### src/sv/lsl_pkg.sv
// ----------------------------------------------------------------------------
// lsl_pkg: shared constants and types for the lattice site locator
// Field widths, register codes, reset values and the pipeline payload types
// used by the divider stages, the mixed radix stages and the top level.
// ----------------------------------------------------------------------------
package lsl_pkg;

	// Lattice geometry
	localparam int DIMS       = 4;
	localparam int COORD_BITS = 12;
	localparam int EXT_BITS   = COORD_BITS + 1;
	localparam int MIN_W      = DIMS * COORD_BITS;
	localparam int EXT_REG_W  = DIMS * EXT_BITS;
	localparam int RANK_W     = 32;

	// Stream payload widths
	localparam int IN_W       = DIMS * COORD_BITS;
	localparam int OUT_DATA_W = 2 * RANK_W;
	localparam int OUT_USER_W = 2;

	// Configuration port
	localparam int CFG_W     = EXT_REG_W;
	localparam int CFG_IDX_W = 3;

	localparam logic [CFG_IDX_W-1:0] REG_LATTICE_SIZES  = 3'd0;
	localparam logic [CFG_IDX_W-1:0] REG_NODE_DIVISIONS = 3'd1;
	localparam logic [CFG_IDX_W-1:0] REG_NODE_MIN       = 3'd2;
	localparam logic [CFG_IDX_W-1:0] REG_NODE_SIZE      = 3'd3;
	localparam logic [CFG_IDX_W-1:0] REG_EVEN_SITES     = 3'd4;
	localparam logic [CFG_IDX_W-1:0] REG_EVEN_FIRST     = 3'd5;

	localparam logic [EXT_REG_W-1:0] RST_LATTICE_SIZES  = 52'd4398583447560;
	localparam logic [EXT_REG_W-1:0] RST_NODE_DIVISIONS = 52'd549822930945;
	localparam logic [MIN_W-1:0]     RST_NODE_MIN       = '0;
	localparam logic [EXT_REG_W-1:0] RST_NODE_SIZE      = 52'd4398583447560;
	localparam logic [RANK_W-1:0]    RST_EVEN_SITES     = 32'd2048;
	localparam logic                 RST_EVEN_FIRST     = 1'b1;

	// Pipelined divider: product of coordinate and divisions over lattice extent
	localparam int PROD_W     = COORD_BITS + EXT_BITS;
	localparam int DIV_STEP   = 4;
	localparam int DIV_STAGES = (PROD_W + DIV_STEP - 1) / DIV_STEP;
	localparam int NUM_W      = DIV_STAGES * DIV_STEP;

	// Mixed radix accumulation, one stage per dimension after the slowest
	localparam int MIX_STAGES = DIMS - 1;

	typedef logic [DIMS-1:0][EXT_BITS-1:0] lsl_ext_vec_t;

	// Partial remainder and dividend/quotient shift word of one lane
	typedef struct packed {
		logic [EXT_BITS-1:0] rem;
		logic [NUM_W-1:0]    num;
	} lsl_div_t;

	typedef lsl_div_t [DIMS-1:0] lsl_div_vec_t;

	// Per item side information that rides along the pipeline
	typedef struct packed {
		lsl_ext_vec_t off;
		logic         in_node;
		logic         parity;
	} lsl_side_t;

endpackage

### src/sv/lsl_mix_stage.sv
// ----------------------------------------------------------------------------
// lsl_mix_stage: one mixed radix step for owner rank and local run index
// Multiplies both accumulators by the radix of the next faster dimension,
// adds that dimension's digit and offset, and registers the results.
// ----------------------------------------------------------------------------
module lsl_mix_stage (
	input  logic                         clk,
	input  logic                         en,
	input  logic [lsl_pkg::RANK_W-1:0]   rank_i,
	input  logic [lsl_pkg::RANK_W-1:0]   run_i,
	input  logic [lsl_pkg::EXT_BITS-1:0] radix_div,
	input  logic [lsl_pkg::EXT_BITS-1:0] radix_size,
	input  logic [lsl_pkg::RANK_W-1:0]   digit,
	input  logic [lsl_pkg::EXT_BITS-1:0] off,
	output logic [lsl_pkg::RANK_W-1:0]   rank_o,
	output logic [lsl_pkg::RANK_W-1:0]   run_o
);
	import lsl_pkg::*;

	logic [RANK_W-1:0] rank_nxt;
	logic [RANK_W-1:0] run_nxt;

	// Horner step, wrapping modulo 2^32
	assign rank_nxt = rank_i * RANK_W'(radix_div) + digit;
	assign run_nxt  = run_i * RANK_W'(radix_size) + RANK_W'(off);

	// Advance on pipeline enable
	always_ff @(posedge clk) begin
		if (en) begin
			rank_o <= rank_nxt;
			run_o  <= run_nxt;
		end
	end

endmodule

### config.mk
export PLATFORM = sky130hd
export DESIGN_NAME = lsl_mix_stage
export DESIGN_NICKNAME = d
export VERILOG_FILES = /design/src/sv/lsl_pkg.sv /design/src/sv/lsl_mix_stage.sv
export SDC_FILE = /design/constraint.sdc
export NUM_CORES = 2
export LEC_CHECK = 0
export BUFFER_PORTS_ARGS = -buffer_cell sky130_fd_sc_hd__buf_2
export CORE_MARGIN = 10
export CORE_UTILIZATION = 57
export DETAILED_ROUTE_END_ITERATION = 16
export GPL_TIMING_DRIVEN = 0
export PLACE_DENSITY = 0.83
export SKIP_CTS_REPAIR_TIMING = 1
export SYNTH_ARGS = -nofsm -noshare
export SYNTH_HDL_FRONTEND = slang
export SYNTH_SLANG_ARGS = --single-unit
### constraint.sdc
create_clock -name clk -period 6.3 [get_ports clk]
set_input_delay 0.63 -clock clk [delete_from_list [all_inputs] [get_ports clk]]
set_output_delay 0.63 -clock clk [all_outputs]
set_load 0.02 [all_outputs]
# [Word level (Yosys, flattened, before mapping)]
# Cells that the tools add are included.
[totals] regBits=64 word_cells=6
[classes] addsub=2 n_mul=2
[ops] op="32-bit by 13-bit multiplier with 32-bit output" count=2
[ops] op="32-bit by 13-bit adder with 32-bit output" count=1
[ops] op="32-bit adder" count=1

# [Longest topological paths before layout]
[depth] ltp_word=2 depth_mapped=24 ltp_nobuf=22

# [Worst setup path after synthesis]
# Ideal clock, no wire load.
[synth_timing] path_kind="input port to flip-flop" start="input radix_div[4] in the netlist's numbering" end="register rank_o[30] in the netlist's numbering (data pin)" arrival_ps=6239 setup_time_ps=265 setup_slack_ps=-204 path_stages=21 required_ps=6035 path_cell_list="clkbuf_1 > clkbuf_1 > nand2_1 > fa_1 > fa_1 > fa_1 > inv_1 > fa_1 > fa_1 > inv_1 > fa_1 > inv_1 > ha_1 > a21o_1 > a2111oi_0 > a21boi_0 > or3_1 > a21oi_1 > o21ai_0 > o21ai_0 > xor2_1"
[synth_via] elab_chain_len=2
[synth_lines] item="start: declaration" line_no="lsl_mix_stage.sv:11" source="input logic [lsl_pkg::EXT_BITS-1:0] radix_div,"
[synth_lines] item="32-bit by 13-bit multiplier with 32-bit output" line_no="lsl_mix_stage.sv:24" source="assign rank_nxt = rank_i * RANK_W'(radix_div) + digit;"
[synth_lines] item="32-bit adder" line_no="lsl_mix_stage.sv:24"
[synth_lines] item="named net rank_nxt[30]" line_no="lsl_mix_stage.sv:20" source="logic [RANK_W-1:0] rank_nxt;"
[synth_lines] item="end signal: assignment" line_no="lsl_mix_stage.sv:30" source="rank_o <= rank_nxt;"
[synth_lines] item="end: declaration" line_no="lsl_mix_stage.sv:15" source="output logic [lsl_pkg::RANK_W-1:0] rank_o,"
# The timed path passes the listed nets, and every way through them passes these cells.
# A chain may end at the register's enable or synchronous reset.

# [Worst setup path after layout]
[layout_timing] start="input radix_div[1] in the netlist's numbering" end="register rank_o[25] in the netlist's numbering (data pin)"
# The elaborated chain is that of the path after synthesis.

==> results.cfg <==
[status]
run_status = finished with violations
violations = negative setup slack

[cells_and_area]
final_cell_area_um2 = 25500
regArea_um2 = 1920
utilization_pct = 64.2
finalNetCount = 3492
drive_above_1_share_pct = 13.1
area_growth_pct = 11.4
n_fill_cell = 3240
multi_input_area_um2 = 18800

[sta]
period_share_pct = 100
slew_headroom_pct = 37.7
period_needed_ns = 6.31
hold_violations = 0
max_slew.worst_pin.slew_ns = 0.934
grt_setup_unrepaired = yes
worst_slack_ns = -0.00909
fmax_mhz = 159
report.final.slew_viol_count = 0
setup_viol = 1

[critical_path]
required_ns = 6.40
critPathKind = input pin to register
crit_chain = buf_6 > buf_6 > and2_1 > fa_1 > inv_1 > fa_1 > inv_1 > fa_1 > fa_1 > fa_1 > inv_1 > fa_1 > inv_1 > ha_2 > a21oi_2 > o21ai_2 > a221oi_4 > a211oi_4 > buf_12 > or4_4 > a31o_1 > a21oi_2 > xnor2_1
start_kind = input pin
cp_common_cell = fa_1
slowest_delay_ns = 0.53
critPathSlowestCell = fa_1
path_max_fanout = 6
setup.worst_path.end_class = register
crit_arrival_ns = 6.41

[clock_tree]
htreeDepth = 3
cts_tree = done
cts_root_buf = clkbuf_16
clock_sinks = 64
path_clk_slew_ns = 0.06
clk_path_buf_depth = 2
cts_made_buffers = 9

[die]
io_pins = 201
start_util_pct = 57.6
die_height_um = 220
die_w_um = 220
core_um2 = 39700
rows = 73
dieArea_um2 = 48600

[yosys]
synth-xor-area-share_pct = 3.90
yosysTopAreaCell = fa_1
synth-edff-count = 64
synth.area.top_cells = fa_1, inv_1, edfxtp_1
synth-seq-cells = 64
synthMuxAreaShare_pct = 0
synthAdderAreaFrac_pct = 55.6
netlist.area_leader.share_pct = 48.1
synth_fp_nets = 3285
synth-compound-area-share_pct = 4.70
ys_warn_count = 0
synth-seq-area-share_pct = 8.39
synth_top_family_by_area = adder cells
async_reset_ff_share_pct = 0
ys.flop_type = edfxtp_1
synthCells = 2460
synth_area_per_cell_um2 = 9.31
yosys-top-cells-count = inv_1, fa_1, nand2_1, and2_1, ha_1
ys_types = 52
synth_simple_gate_area_share_pct = 16.2
synth.most_common_cell = inv_1
synthesis.area_um2 = 22900

[grt]
grt_max_degree = 65
grt_first_pass_wirelength_mm = 97.8
antenna_found_initial = 6
overflow = 0
grt.total_usage_pct = 25.9
grt_pass1_vias = 18800

[place]
postPlaceCellArea_um2 = 24500
dp_hpwl_mm = 52.1
gp_congestion = 0.961
io_buffers = 190

[worst_hold_path]
hold_class = input pin to register

[run]
drv_cap = 0

[detailed_routing]
drt_wl_total_mm = 61.4
first_pass_iters = 7
drt_iter0_markers = 1292
vias_per_cell = 5.46
drc_errors = 0
ant_nets = 0
wire_per_inst_um = 19.2
via_count = 17500
==> cell families after synthesis <==
group	Yosys count
AOI/OAI and AO/OA	160
xor gates and xnor gates	102
adders and majority gates	688
buffers and inverters	682
DFF	64
and+or+nand+nor	764
==> area by class of cell <==
type / count / area share, %
Antenna cell: 5 / 0.0491
Buffer: 105 / 2.48
Clock buffer: 9 / 0.883
Clock inverter: 7 / 0.182
Inverter: 567 / 8.35
Multi-Input combinational cell: 1714 / 73.6
Sequential cell: 64 / 7.54
Tap cell: 525 / 2.58
Timing Repair Buffer: 206 / 4.35
==> final timing paths <==
| check | slack, ns | from | cells past startpoint | to |
|---|---|---|---|---|
| worst min-delay path | 0.59 | off[0] | 2 | run_o[0]$_DFFE_PP_ |
| worst max-delay path | -0.009 | radix_div[1] | 23 | rank_o[25]$_DFFE_PP_ |
==> metrics by stage <==
stage	worst slack [ns]	TNS [ns]	hold slack [ns]	std cells
2_1_floorplan	0.000254	0	0.742	2460
3_3_place_gp	-1.20	-29.76	0.931	3175
3_5_place_dp	-1.37	-32.81	0.955	3175
4_1_cts	-0.962	-19.00	0.587	3191
5_1_grt	-0.141	-0.562	0.594	3202
6_report	-0.00909	-0.00909	0.594	3202
==> cell usage in the layout, fill, tap and decap left out, types with 8 or more instances in the layout <==
| cell | instances |
|---|---|
| a21o_1 | 26 |
| a21oi_1 | 33 |
| and2_1 | 293 |
| buf_2 | 197 |
| buf_4 | 25 |
| buf_6 | 15 |
| clkbuf_1 | 33 |
| clkbuf_16 | 9 |
| clkbuf_2 | 27 |
| clkbuf_4 | 10 |
| edfxtp_1 | 64 |
| fa_1 | 549 |
| ha_1 | 128 |
| inv_1 | 562 |
| nand2_1 | 398 |
| nand3_1 | 9 |
| nor2_1 | 22 |
| nor3_1 | 8 |
| o21a_1 | 9 |
| o21ai_0 | 15 |
| o21bai_1 | 9 |
| xnor2_1 | 78 |
| xor2_1 | 24 |
==> critical path: cells and delay by family <==
| kind | cells | cell delay (ns) |
|---|---|---|
| AO/OA/AOI/OAI | 6 | 1.23 |
| buffers and inverters | 7 | 0.59 |
| XOR/XNOR | 1 | 0.08 |
| adder cells (fa/ha/maj) | 7 | 3.30 |
| AND/OR/NAND/NOR | 2 | 0.57 |
==> metal layers <==
layer | part of all wire, % | global-route usage [%] | wire length [µm] | vias to the layer above
li1 | - | - | - | 7638
met1 | 38 | 33.5 | 23600 | 8854
met2 | 48 | 42.0 | 29500 | 845
met3 | 11 | 6.64 | 6560 | 135
met4 | 2.9 | 8.65 | 1810 | 2
met5 | 0.020 | 0 | 12 | -
==> registers in the layout (all words and copies together), names as in the netlist <==
name,count
run_o,32
rank_o,32
Power is not shown: default switching activity piles up to over one toggle a cycle in this logic, so the estimate is an artifact.
