===== src/sv/lsl_pkg.sv =====
// ----------------------------------------------------------------------------
// lsl_pkg: shared constants and types for the lattice site locator
// Field widths, register codes, reset values and the pipeline payload types
// used by the divider stages, the mixed radix stages and the top level.
// ----------------------------------------------------------------------------
package lsl_pkg;

	// Lattice geometry
	localparam int DIMS       = 4;
	localparam int COORD_BITS = 12;
	localparam int EXT_BITS   = COORD_BITS + 1;
	localparam int MIN_W      = DIMS * COORD_BITS;
	localparam int EXT_REG_W  = DIMS * EXT_BITS;
	localparam int RANK_W     = 32;

	// Stream payload widths
	localparam int IN_W       = DIMS * COORD_BITS;
	localparam int OUT_DATA_W = 2 * RANK_W;
	localparam int OUT_USER_W = 2;

	// Configuration port
	localparam int CFG_W     = EXT_REG_W;
	localparam int CFG_IDX_W = 3;

	localparam logic [CFG_IDX_W-1:0] REG_LATTICE_SIZES  = 3'd0;
	localparam logic [CFG_IDX_W-1:0] REG_NODE_DIVISIONS = 3'd1;
	localparam logic [CFG_IDX_W-1:0] REG_NODE_MIN       = 3'd2;
	localparam logic [CFG_IDX_W-1:0] REG_NODE_SIZE      = 3'd3;
	localparam logic [CFG_IDX_W-1:0] REG_EVEN_SITES     = 3'd4;
	localparam logic [CFG_IDX_W-1:0] REG_EVEN_FIRST     = 3'd5;

	localparam logic [EXT_REG_W-1:0] RST_LATTICE_SIZES  = 52'd4398583447560;
	localparam logic [EXT_REG_W-1:0] RST_NODE_DIVISIONS = 52'd549822930945;
	localparam logic [MIN_W-1:0]     RST_NODE_MIN       = '0;
	localparam logic [EXT_REG_W-1:0] RST_NODE_SIZE      = 52'd4398583447560;
	localparam logic [RANK_W-1:0]    RST_EVEN_SITES     = 32'd2048;
	localparam logic                 RST_EVEN_FIRST     = 1'b1;

	// Pipelined divider: product of coordinate and divisions over lattice extent
	localparam int PROD_W     = COORD_BITS + EXT_BITS;
	localparam int DIV_STEP   = 4;
	localparam int DIV_STAGES = (PROD_W + DIV_STEP - 1) / DIV_STEP;
	localparam int NUM_W      = DIV_STAGES * DIV_STEP;

	// Mixed radix accumulation, one stage per dimension after the slowest
	localparam int MIX_STAGES = DIMS - 1;

	typedef logic [DIMS-1:0][EXT_BITS-1:0] lsl_ext_vec_t;

	// Partial remainder and dividend/quotient shift word of one lane
	typedef struct packed {
		logic [EXT_BITS-1:0] rem;
		logic [NUM_W-1:0]    num;
	} lsl_div_t;

	typedef lsl_div_t [DIMS-1:0] lsl_div_vec_t;

	// Per item side information that rides along the pipeline
	typedef struct packed {
		lsl_ext_vec_t off;
		logic         in_node;
		logic         parity;
	} lsl_side_t;

endpackage


===== src/sv/lsl_div_stage.sv =====
// ----------------------------------------------------------------------------
// lsl_div_stage: one stage of the per dimension restoring divider
// Retires DIV_STEP quotient bits for every dimension lane and registers the
// partial remainder and the dividend/quotient shift word.
// ----------------------------------------------------------------------------
module lsl_div_stage (
	input  logic                 clk,
	input  logic                 en,
	input  lsl_pkg::lsl_ext_vec_t divisor,
	input  lsl_pkg::lsl_div_vec_t din,
	output lsl_pkg::lsl_div_vec_t dout
);
	import lsl_pkg::*;

	lsl_div_vec_t nxt;

	// Per step: shift in one dividend bit, subtract when it fits, shift in the quotient bit
	function automatic lsl_div_t div_steps(lsl_div_t cur, logic [EXT_BITS-1:0] dv);
		logic [EXT_BITS:0] trial;
		lsl_div_t          acc;
		acc = cur;
		for (int i = 0; i < DIV_STEP; i++) begin
			trial = {acc.rem, acc.num[NUM_W-1]};
			if (trial >= {1'b0, dv}) begin
				acc.rem = EXT_BITS'(trial - {1'b0, dv});
				acc.num = {acc.num[NUM_W-2:0], 1'b1};
			end else begin
				acc.rem = trial[EXT_BITS-1:0];
				acc.num = {acc.num[NUM_W-2:0], 1'b0};
			end
		end
		return acc;
	endfunction

	// Work all lanes in parallel
	always_comb begin
		for (int d = 0; d < DIMS; d++) begin
			nxt[d] = div_steps(din[d], divisor[d]);
		end
	end

	// Advance on pipeline enable
	always_ff @(posedge clk) begin
		if (en) begin
			dout <= nxt;
		end
	end

endmodule


===== config.mk =====
export PLATFORM = sky130hd
export DESIGN_NAME = lsl_div_stage
export DESIGN_NICKNAME = d
export VERILOG_FILES = /design/src/sv/lsl_pkg.sv /design/src/sv/lsl_div_stage.sv
export SDC_FILE = /design/constraint.sdc
export NUM_CORES = 1
export LEC_CHECK = 0
export ABC_CLOCK_PERIOD_IN_PS = 10950
export BUFFER_PORTS_ARGS = -buffer_cell sky130_fd_sc_hd__buf_2
export CAP_MARGIN = 40
export CORE_MARGIN = 4
export CORE_UTILIZATION = 51
export DETAILED_ROUTE_END_ITERATION = 6
export PLACE_DENSITY = 0.76
export SYNTH_ARGS = -nofsm -noshare
export SYNTH_HDL_FRONTEND = slang
export SYNTH_SLANG_ARGS = --single-unit
export TNS_END_PERCENT = 100

===== constraint.sdc =====
create_clock -name clk -period 10.95 [get_ports clk]
set_input_delay 1.095 -clock clk [delete_from_list [all_inputs] [get_ports clk]]
set_output_delay 1.095 -clock clk [all_outputs]
set_load 0.03 [all_outputs]

# == Word-level counts from Yosys, hierarchy flattened ==
# Cells that the tools add are included.
# classes
add_sub_neg,16
multipliers,0
div_mod_pow,0
n_lt_le_gt_ge,16
n_eq_ne,0
shift,0
n_mux,16
bitwise_logic,0
reduce_logical,0
# ops
op,n
2-to-1 mux 41 bit,16
greater-or-equal comparator 14 x 13 -> 1 bit,16
subtractor 13 bit,16
# word_totals
register_bits,164
latch_bits,0
mem_bits_rw,0
rom_bits,0
input_bits,218
output_inout_bits,164
elab_cells,56
n_memories,0

# == Longest topological paths before layout ==
# Gate-level depths: netlist of run 1.
# logic_depth
word_depth,8
ltp_mapped,48
mapped_depth_nobuf,44

# == Worst setup path before layout of run 1 ==
# Ideal clock, no wire load.
# synth_path
path_kind,input-to-reg
from,in din[27] in the netlist's numbering
to,"reg dout[33] in the netlist's numbering, data pin"
setup_time_ns,0.260
t_arrival_ns,10.165
path_slack_ns,0.525
cell_stages,40
path_cell_list,inv_1 ha_1 inv_1 fa_1 a211oi_2 o21ai_2 a21oi_1 nor2_1 o2bb2ai_1 clkbuf_1 mux2_2 ha_1 o21ai_1 a21oi_1 o211ai_2 o211ai_1 a221oi_4 clkbuf_1 (+4 left out) a21o_1 a21boi_0 o21ai_0 a221oi_1 a2111oi_4 inv_2 mux2_2 ha_1 a21boi_0 o21ai_0 a21oi_1 a211o_1 a21o_1 a21oi_1 a21boi_0 a2111oi_4 buf_6 mux2_4
# synth_rtl
element,line,rtl
start: declaration,lsl_div_stage.sv:10,"input lsl_pkg::lsl_div_vec_t din,"
end signal: assignment,lsl_div_stage.sv:45,dout <= nxt;
end: declaration,lsl_div_stage.sv:11,output lsl_pkg::lsl_div_vec_t dout

==> results of run 1 <==
## routing by layer
layer,up-vias,GRT usage [%],part of all wire [%]
met2,514,44.5,48
met5,-,0,0.099
met4,6,8.97,2.7
li1,7398,-,-
met1,7256,32.6,43
met3,87,5.01,6.4
## stage by stage
| step | worst slack, ns | utilization [%] | TNS, ns | instance area (sq um) | instances |
|---|---|---|---|---|---|
| 2_1_floorplan | 0.525 | - | 0 | 16700 | 1779 |
| 3_3_place_gp | 0.206 | 59.2 | 0 | 19200 | 2593 |
| 3_5_place_dp | -0.0467 | 59.2 | -0.226 | 19200 | 2595 |
| 4_1_cts | 0.400 | 61.0 | 0 | 19800 | 2627 |
| 5_1_grt | 0.00406 | 61.1 | 0 | 19800 | 2627 |
| 6_report | 0.553 | 61.1 | 0 | 19800 | 2627 |
## cell usage in the layout, fill, tap and decap left out, drive strengths merged, types with 39 or more instances in the layout
master,count
nand2,78
a21oi,135
a21o,39
nor2,149
xnor2,97
edfxtp,164
buf,404
o21ai,90
ha,208
mux2,106
inv,151
nor2b,42
nor3,42
xor2,43
## power by group
part / internal, mW / leakage (nW) / switching [mW] / total [mW]
Clock: 0.322 / 0.280 / 0.281 / 0.603
Combinational: 2.29 / 7.09 / 2.72 / 5.01
Sequential: 1.04 / 1.61 / 0.0481 / 1.09
## cell families (layout without fill, tap and decap cells)
| group | after synthesis | in the layout | share of synthesized area [%] |
|---|---|---|---|
| adders and majority gates | 224 | 224 | 17.5 |
| buffers and inverters | 176 | 582 | 4.15 |
| xor gates and xnor gates | 140 | 140 | 7.33 |
| AOI/OAI and AO/OA | 463 | 463 | 18.6 |
| DFF | 164 | 164 | 29.5 |
| muxes | 126 | 126 | 8.49 |
| and+or+nand+nor | 486 | 486 | 14.5 |
## layout make-up
type	instances	area (sq um)	share of cell area, %
Timing Repair Buffer	404	2100	10.6
Sequential cell	164	4920	24.9
Multi-Input combinational cell	1439	11100	56.1
Clock buffer	19	433	2.18
Clock inverter	13	140	0.707
Inverter	146	552	2.78
Tap cell	442	553	2.79
## how the worst max path moves through the flow
stage                           end  depth (start not counted)
after detailed placement  dout[152]                         41
after floorplan            dout[33]                         40
final                     dout[152]                         41
after global routing       dout[31]                         42
after global placement    dout[152]                         41
after CTS                 dout[152]                         41
## what timing repair did
action,4_1_cts,5_1_grt
hold buffers,0,0
resized for setup,0,10
endpoints found under the setup margin,0,36
==> results, run 1 <==
- The flow ran to the end, and the final reports show no timing, DRC or antenna violations.
- By count the netlist is led by sky130_fd_sc_hd__ha_1, sky130_fd_sc_hd__edfxtp_1, sky130_fd_sc_hd__nor2_1.
- The cell taking the most area after synthesis is sky130_fd_sc_hd__edfxtp_1.
- After detailed routing, the number of remaining DRC violations is 0.
- The floorplan core area is between 30000 and 40000 sq um.
- The cell area after synthesis is 16700 sq um.
- On the final layout, the worst hold slack is ~0.8 ns.
- After detailed routing, the number of vias per cell comes to 5.81.
- The count of nets left with antenna violations once routing finished came out at 0.
- The congestion estimate from routability-driven global placement came to between 0.9 and 1.
- The register with the most flip-flops in the layout has roughly 160 of them.
- 0 antenna diodes ended up in the layout.
- Measured against its own limit, the worst slew margin works out to a little under two fifths.
- Counting both buffers and inverters, the worst setup path holds a total of 7.
- The number of different library cells used by synthesis comes to 81.
- Once detailed placement completed, the half-perimeter wirelength came to 38800 microns.
- The cell that appears most often on the critical path is sky130_fd_sc_hd__a21oi_1.
- The most used flip-flop cell after synthesis is sky130_fd_sc_hd__edfxtp_1.
- Wires add up to 47700 microns.
- Power spread over the standard cell area amounts to 338 nW/um^2.
- In this run the number of H-tree levels came out at 4.
- The total track usage is ~26%.
- In this run, the number of DRC markers left after iteration 0 of detailed routing was about 900.
- The flip-flop and latch count after synthesis is between 150 and 200.
- No sink is reached through more buffers than the 2 on the longest clock path.
- The initial standard-cell utilization of the core is 51.5%.
- STA puts the critical path data required time at 11.15 ns.
- The area growth from synthesis to layout is 18.5%.
- For this design, the slowest cell found on the critical path is sky130_fd_sc_hd__fa_1.
- The residual overflow from global routing is 0.
- sky130_fd_sc_hd__ha_1 is the most common cell in the netlist.
- The total count of hold-check failures in the final report is 0.
- The launch instance of the worst min-delay path is din[52].
- The post-CTS setup-driven buffer insertion count is 0.
- The largest fanout on the critical path is 14.
- The register name with the most flops is dout.
- The first-pass iteration count of the detailed router is 5.
- The clock input transition at the sequential cells of the worst setup and hold paths is about 0.08 ns.
- The maximum number of pins on one net before global-route repair is 95.
- The hold path depth is 1.
- Sorting the synthesized cells by area gives the leading types as sky130_fd_sc_hd__edfxtp_1, sky130_fd_sc_hd__ha_1, sky130_fd_sc_hd__mux2_2.
- The worst hold path terminates at dout[56].
- After filler insertion, the fill cell instance count of the layout stands at between 2k and 3k.
- The critical path is of the input port to flip-flop type.
- TritonCTS built the clock tree.
- STA classifies the critical path startpoint as an input port.
- In this design, the stage delay of the slowest critical-path cell is 0.48 ns.
- The post-synthesis area per instance is between 9 and 10 sq um.
- The number of core rows is 66.
- Measured along the x axis, the die boundary spans 189 microns.
- Max-cap violations in this run came to 0.
- The sequential area share after synthesis is 29.5%.
- The warning count from the yosys run is 0.
- The total power draw is ~6.7 mW.
- Subtracting the final worst setup slack from the clock period gives 10.40 ns.
- The cell family contributing the most delay on the critical path is compound AO/OA/AOI/OAI gates.
- The via total after detailed routing is 15.3k.
- The floorplan step defined a die boundary enclosing 35700 sq um.
- The largest registers in the layout are dout: 164 flops.
- The leakage component of the power is 8.98 nW.
- The number of nets handed over by synthesis was 2221.
- The initial antenna violation count is 3.
- Counting flops with an async set or reset pin after synthesis yields a share of 0%.
- Setup violations remaining at the end of the flow were counted as 0.
- The worst setup path startpoint is divisor[40].
- The number of buffers created by CTS is 17.
- The maximum VDD drop is 0.400 mV.
- The count of buffers inserted at the top-level ports is between 300 and 400.
- The tightest min-delay check is of the input port to flip-flop type.
- The slew at the pin closest to its max-slew limit is 0.935 ns.
- Setup repair after global routing left no endpoint under its margin.
- The clock sink count is around 160.
- The net total in the final layout is 2614.
- The worst setup path is captured at a flip-flop.
- The post-synthesis cell count is 1779.
- The area share of the leading cell type in the synthesized netlist is 29.5%.
- The period utilization is 94.9%.
- In this run, synthesis inferred 164 flip-flops with an integrated enable.
- The first global-routing pass estimated 75300 microns of wire.
- During I/O placement, the number of pins put on the boundary was about 380.
- The y dimension of the die is 189 microns.
- The maximum clock frequency is ~96 MHz.
- The data arrival time of the worst path is about 11 ns.
- The root buffer cell chosen for the clock tree is sky130_fd_sc_hd__clkbuf_16.
- The via count of the first global-routing pass is 14.9k.
- The fraction of final layout cells sized beyond drive strength 1 is 26.7%.
- Dividing the detail-routed wire length by the instance count gives 18.2 microns.
- The final-report max-slew violation count was 0.
Note: power is estimated with default switching activity, not from simulation.
==> run 2, diff against run 1 <==
==> constraint.sdc (replaced) <==
create_clock -name clk -period 10.95 [get_ports clk]
set_input_delay 1.6425 -clock clk [delete_from_list [all_inputs] [get_ports clk]]
set_output_delay 1.6425 -clock clk [all_outputs]
set_load 0.03 [all_outputs]
==> run 2 against run 1 <==
Fmax hardly changed. Setup slack better by 0.00080 ns. Via count hardly changed. Cell area is 1.2% higher. Die area stayed put. Clock power is 6.1% lower. Cell count is 0.95% higher. Critical endpoint is now dout[31].
==> results, run 2 (same netlist as run 1, synthesis figures left out) <==
- The maximum VDD drop is 0.352 mV (-12%).
- The via count of the first global-routing pass is 15.1k (+1.9%).
- The internal power consumption is 3.70 mW (+1.3%).
- The period utilization is 94.9% (about the same).
- The top-level I/O count is 382 (unchanged).
- The clock sink count is 164 (unchanged).
- The net total in the final layout is 2640 (+0.99%).
- The startpoint identified for the worst hold timing path is din[5].
- The net switching fraction of the power was 45.4% (about the same).
- The hold path depth is 1 (unchanged).
- The register cell area after layout is 4920 sq um (unchanged).
- The combined area of the multi-input logic cells is 11200 sq um (+0.48%).
- STA classifies the critical path endpoint as a flip-flop.
- The longest individual stage delay on the worst path is 0.44 ns (-0.04 ns).
- The largest fanout on the critical path is 15 (+1).
- The final design utilization was 61.8% (+0.71 points).
- The post-detailed-route count of antenna-violating nets came to 0 (unchanged).
- The instance area after placement came to 19300 sq um (+0.49%).
- The number of flip-flops in the largest register is 164 (unchanged).
- The initial standard-cell utilization of the core was 51.5% (unchanged).
- The largest registers in the layout are dout: 164 flops.
- The total detailed-routing wirelength was 48500 microns (+1.8%).
- The wire length of the first global-routing pass is 76800 microns (+2.0%).
- The area of the die is 35700 sq um (unchanged).
- The initial antenna violation count came to 3 (unchanged).
- The number of buffers created by CTS is 17 (unchanged).
- The slew at the pin closest to its max-slew limit came to 0.713 ns (-0.222 ns).
- The detailed placer's ending HPWL is 39800 microns (+2.5%).
- The final weighted congestion of routability-driven global placement is 0.953 (+4.4%).
- The number of DRC violations after detailed-routing iteration 0 is 902 (+3.1%).
- The count of buffers inserted at the top-level ports is 381 (unchanged).
- The die extent in x is 189 microns (unchanged).
- The path length in cells of the critical path is 40 (-2.4%).
- The floorplan core area is 32500 sq um (unchanged).
- The endpoint of the worst hold-timing path is dout[9].
- The cell type group with the largest total delay on the critical path is compound AO/OA/AOI/OAI gates.
- The number of buffers and inverters on the critical path is 7 (unchanged).
- The number of buffers between clock root and the deepest sink was 2 (unchanged).
- The total track usage came to 26.4% (+0.50 points).
- The total of fill cells in the finished design is 2770 (-0.32%).
- The data required time of the worst path is 11.14 ns (about the same).
- The power spent charging and discharging nets came to 3.08 mW (+1.2%).
- The type of the worst setup path is input port to flip-flop.
- The hold buffer count at cts is 0 (unchanged).
- The root cell of the clock tree is sky130_fd_sc_hd__clkbuf_16.
- The clock input transition at the sequential cells of the worst setup and hold paths is 0.08 ns (about the same).
- The area growth from synthesis to layout is 19.9%.
- The via-per-instance ratio is 5.75 (-1.0%).
- STA classifies the critical path startpoint as an input port.
- The combinational fraction of design power is 75.5% (+0.8 points).
- The data arrival time of the worst path came to 10.58 ns (-0.02 ns).
- The leakage component of the power is 9.09 nW (+1.2%).
- The first-pass iteration count of the detailed router came to 5 (unchanged).
- The post-detailed-route wirelength per cell is 18.3 microns (+0.80%).
- The area of all placed cells without fillers is 20000 sq um (+1.2%).
- The deepest level of the CTS H-tree is 4 (unchanged).
- The sequential share of power is 16.1% (-0.2 points).
- The type of the most critical hold path is input port to flip-flop.
- The number of core rows is 66 (unchanged).
- The total power divided by cell area is 338 nW/um^2 (+0.13%).
- The share of power burned in the clock network is 8.3% (-0.7 points).
- The total count of hold-check failures in the final report is 0 (unchanged).
- The reported max-cap violation count came to 0 (unchanged).
- The clock tree from TritonCTS is built.
- The residual overflow from global routing is 0 (unchanged).
- The largest individual stage delay along the critical path comes from the cell sky130_fd_sc_hd__fa_1.
- The maximum clock frequency is 96.2 MHz (about the same).
- The via total after detailed routing was 15.3k (-0.059%).
- The y dimension of the die was 189 microns (unchanged).
- The library cell used most frequently in the layout, excluding fill and tap cells, is sky130_fd_sc_hd__buf_2.
- In the layout the commonest cells are sky130_fd_sc_hd__buf_2, sky130_fd_sc_hd__ha_1, sky130_fd_sc_hd__edfxtp_1.
- The worst slew margin relative to its limit was 52.5% (+15 points).
- The number of design rule violations left after detail routing is 0 (unchanged).
- The final-report max-slew violation count is 0 (unchanged).
- The flow ran to the end, and the final reports show no timing, DRC or antenna violations.
- The register name with the most flops is dout.
- The fraction of final layout cells sized beyond drive strength 1 is 28.0% (+1.3 points).
- The number of setup violations in the final report is 0 (unchanged).
- The minimum period implied by the final worst setup slack is 10.40 ns (-0.000804 ns).
- The maximum number of pins on one net before global-route repair is 73 (-23%).
- The number of antenna repair diodes is 0 (unchanged).
==> run 2: cell count changes in the layout (fill, tap and decap cells not counted), sizes merged <==
cell / before / now
clkinvlp: 2 / 5
buf: 404 / 430
bufinv: 1 / 0
clkbuf: 19 / 18
inv: 151 / 149
==> run 2: cell type report <==
cell class	count	share of cell area [%]
clock buffers	18	2.14
clock inverters	13	0.499
inverters	146	2.73
multi-input cells	1439	55.7
flip-flops and latches	164	24.6
well taps	442	2.76
repair buffers	430	11.6
==> run 2: power groups by stage <==
stage | combinational [mW] | sequential (mW) | clock [mW]
after floorplan | 3.58 | 1.41 | 0
after global placement | 4.83 | 1.10 | 0
after detailed placement | 4.96 | 1.11 | 0
after CTS | 5.00 | 1.10 | 0.579
after global routing | 5.60 | 1.11 | 0.610
final | 5.13 | 1.09 | 0.566
==> run 2: repair_timing <==
item / in CTS / in global routing
buffers inserted: 0 / 16
gates resized for setup: 0 / 31
endpoints found under the setup margin: 0 / 53
==> run 2: worst max-delay path by stage <==
| stage | start | endpoint | slack (ns) |
|---|---|---|---|
| after global placement | din[150] | dout[152] | 0.06 |
| after global routing | din[27] | dout[31] | -0.02 |
| after CTS | divisor[0] | dout[40] | 0.16 |
| after floorplan | din[27] | dout[33] | 0.01 |
| final | divisor[0] | dout[31] | 0.55 |
| after detailed placement | divisor[0] | dout[40] | -0.29 |
==> run 2: per-stage QoR <==
stage | hold slack [ns] | setup TNS [ns] | cells | power, mW | setup WS, ns
global placement | 1.82 | 0 | 2604 | 5.94 | 0.0551
detailed placement | 1.82 | -6.15 | 2605 | 6.07 | -0.292
global route | 1.35 | -0.0415 | 2652 | 7.32 | -0.0197
finish | 1.36 | 0 | 2652 | 6.78 | 0.554
floorplan | 1.74 | 0 | 1779 | 4.98 | 0.00971
CTS | 1.34 | 0 | 2636 | 6.68 | 0.161
==> run 2: layer usage <==
metal / GRT usage (%) / up-vias / wire, microns
li1: - / 7439 / -
met1: 33.3 / 7151 / 20700
met2: 45.7 / 561 / 23200
met3: 4.41 / 95 / 2980
met4: 9.50 / 6 / 1590
met5: 0 / - / 47
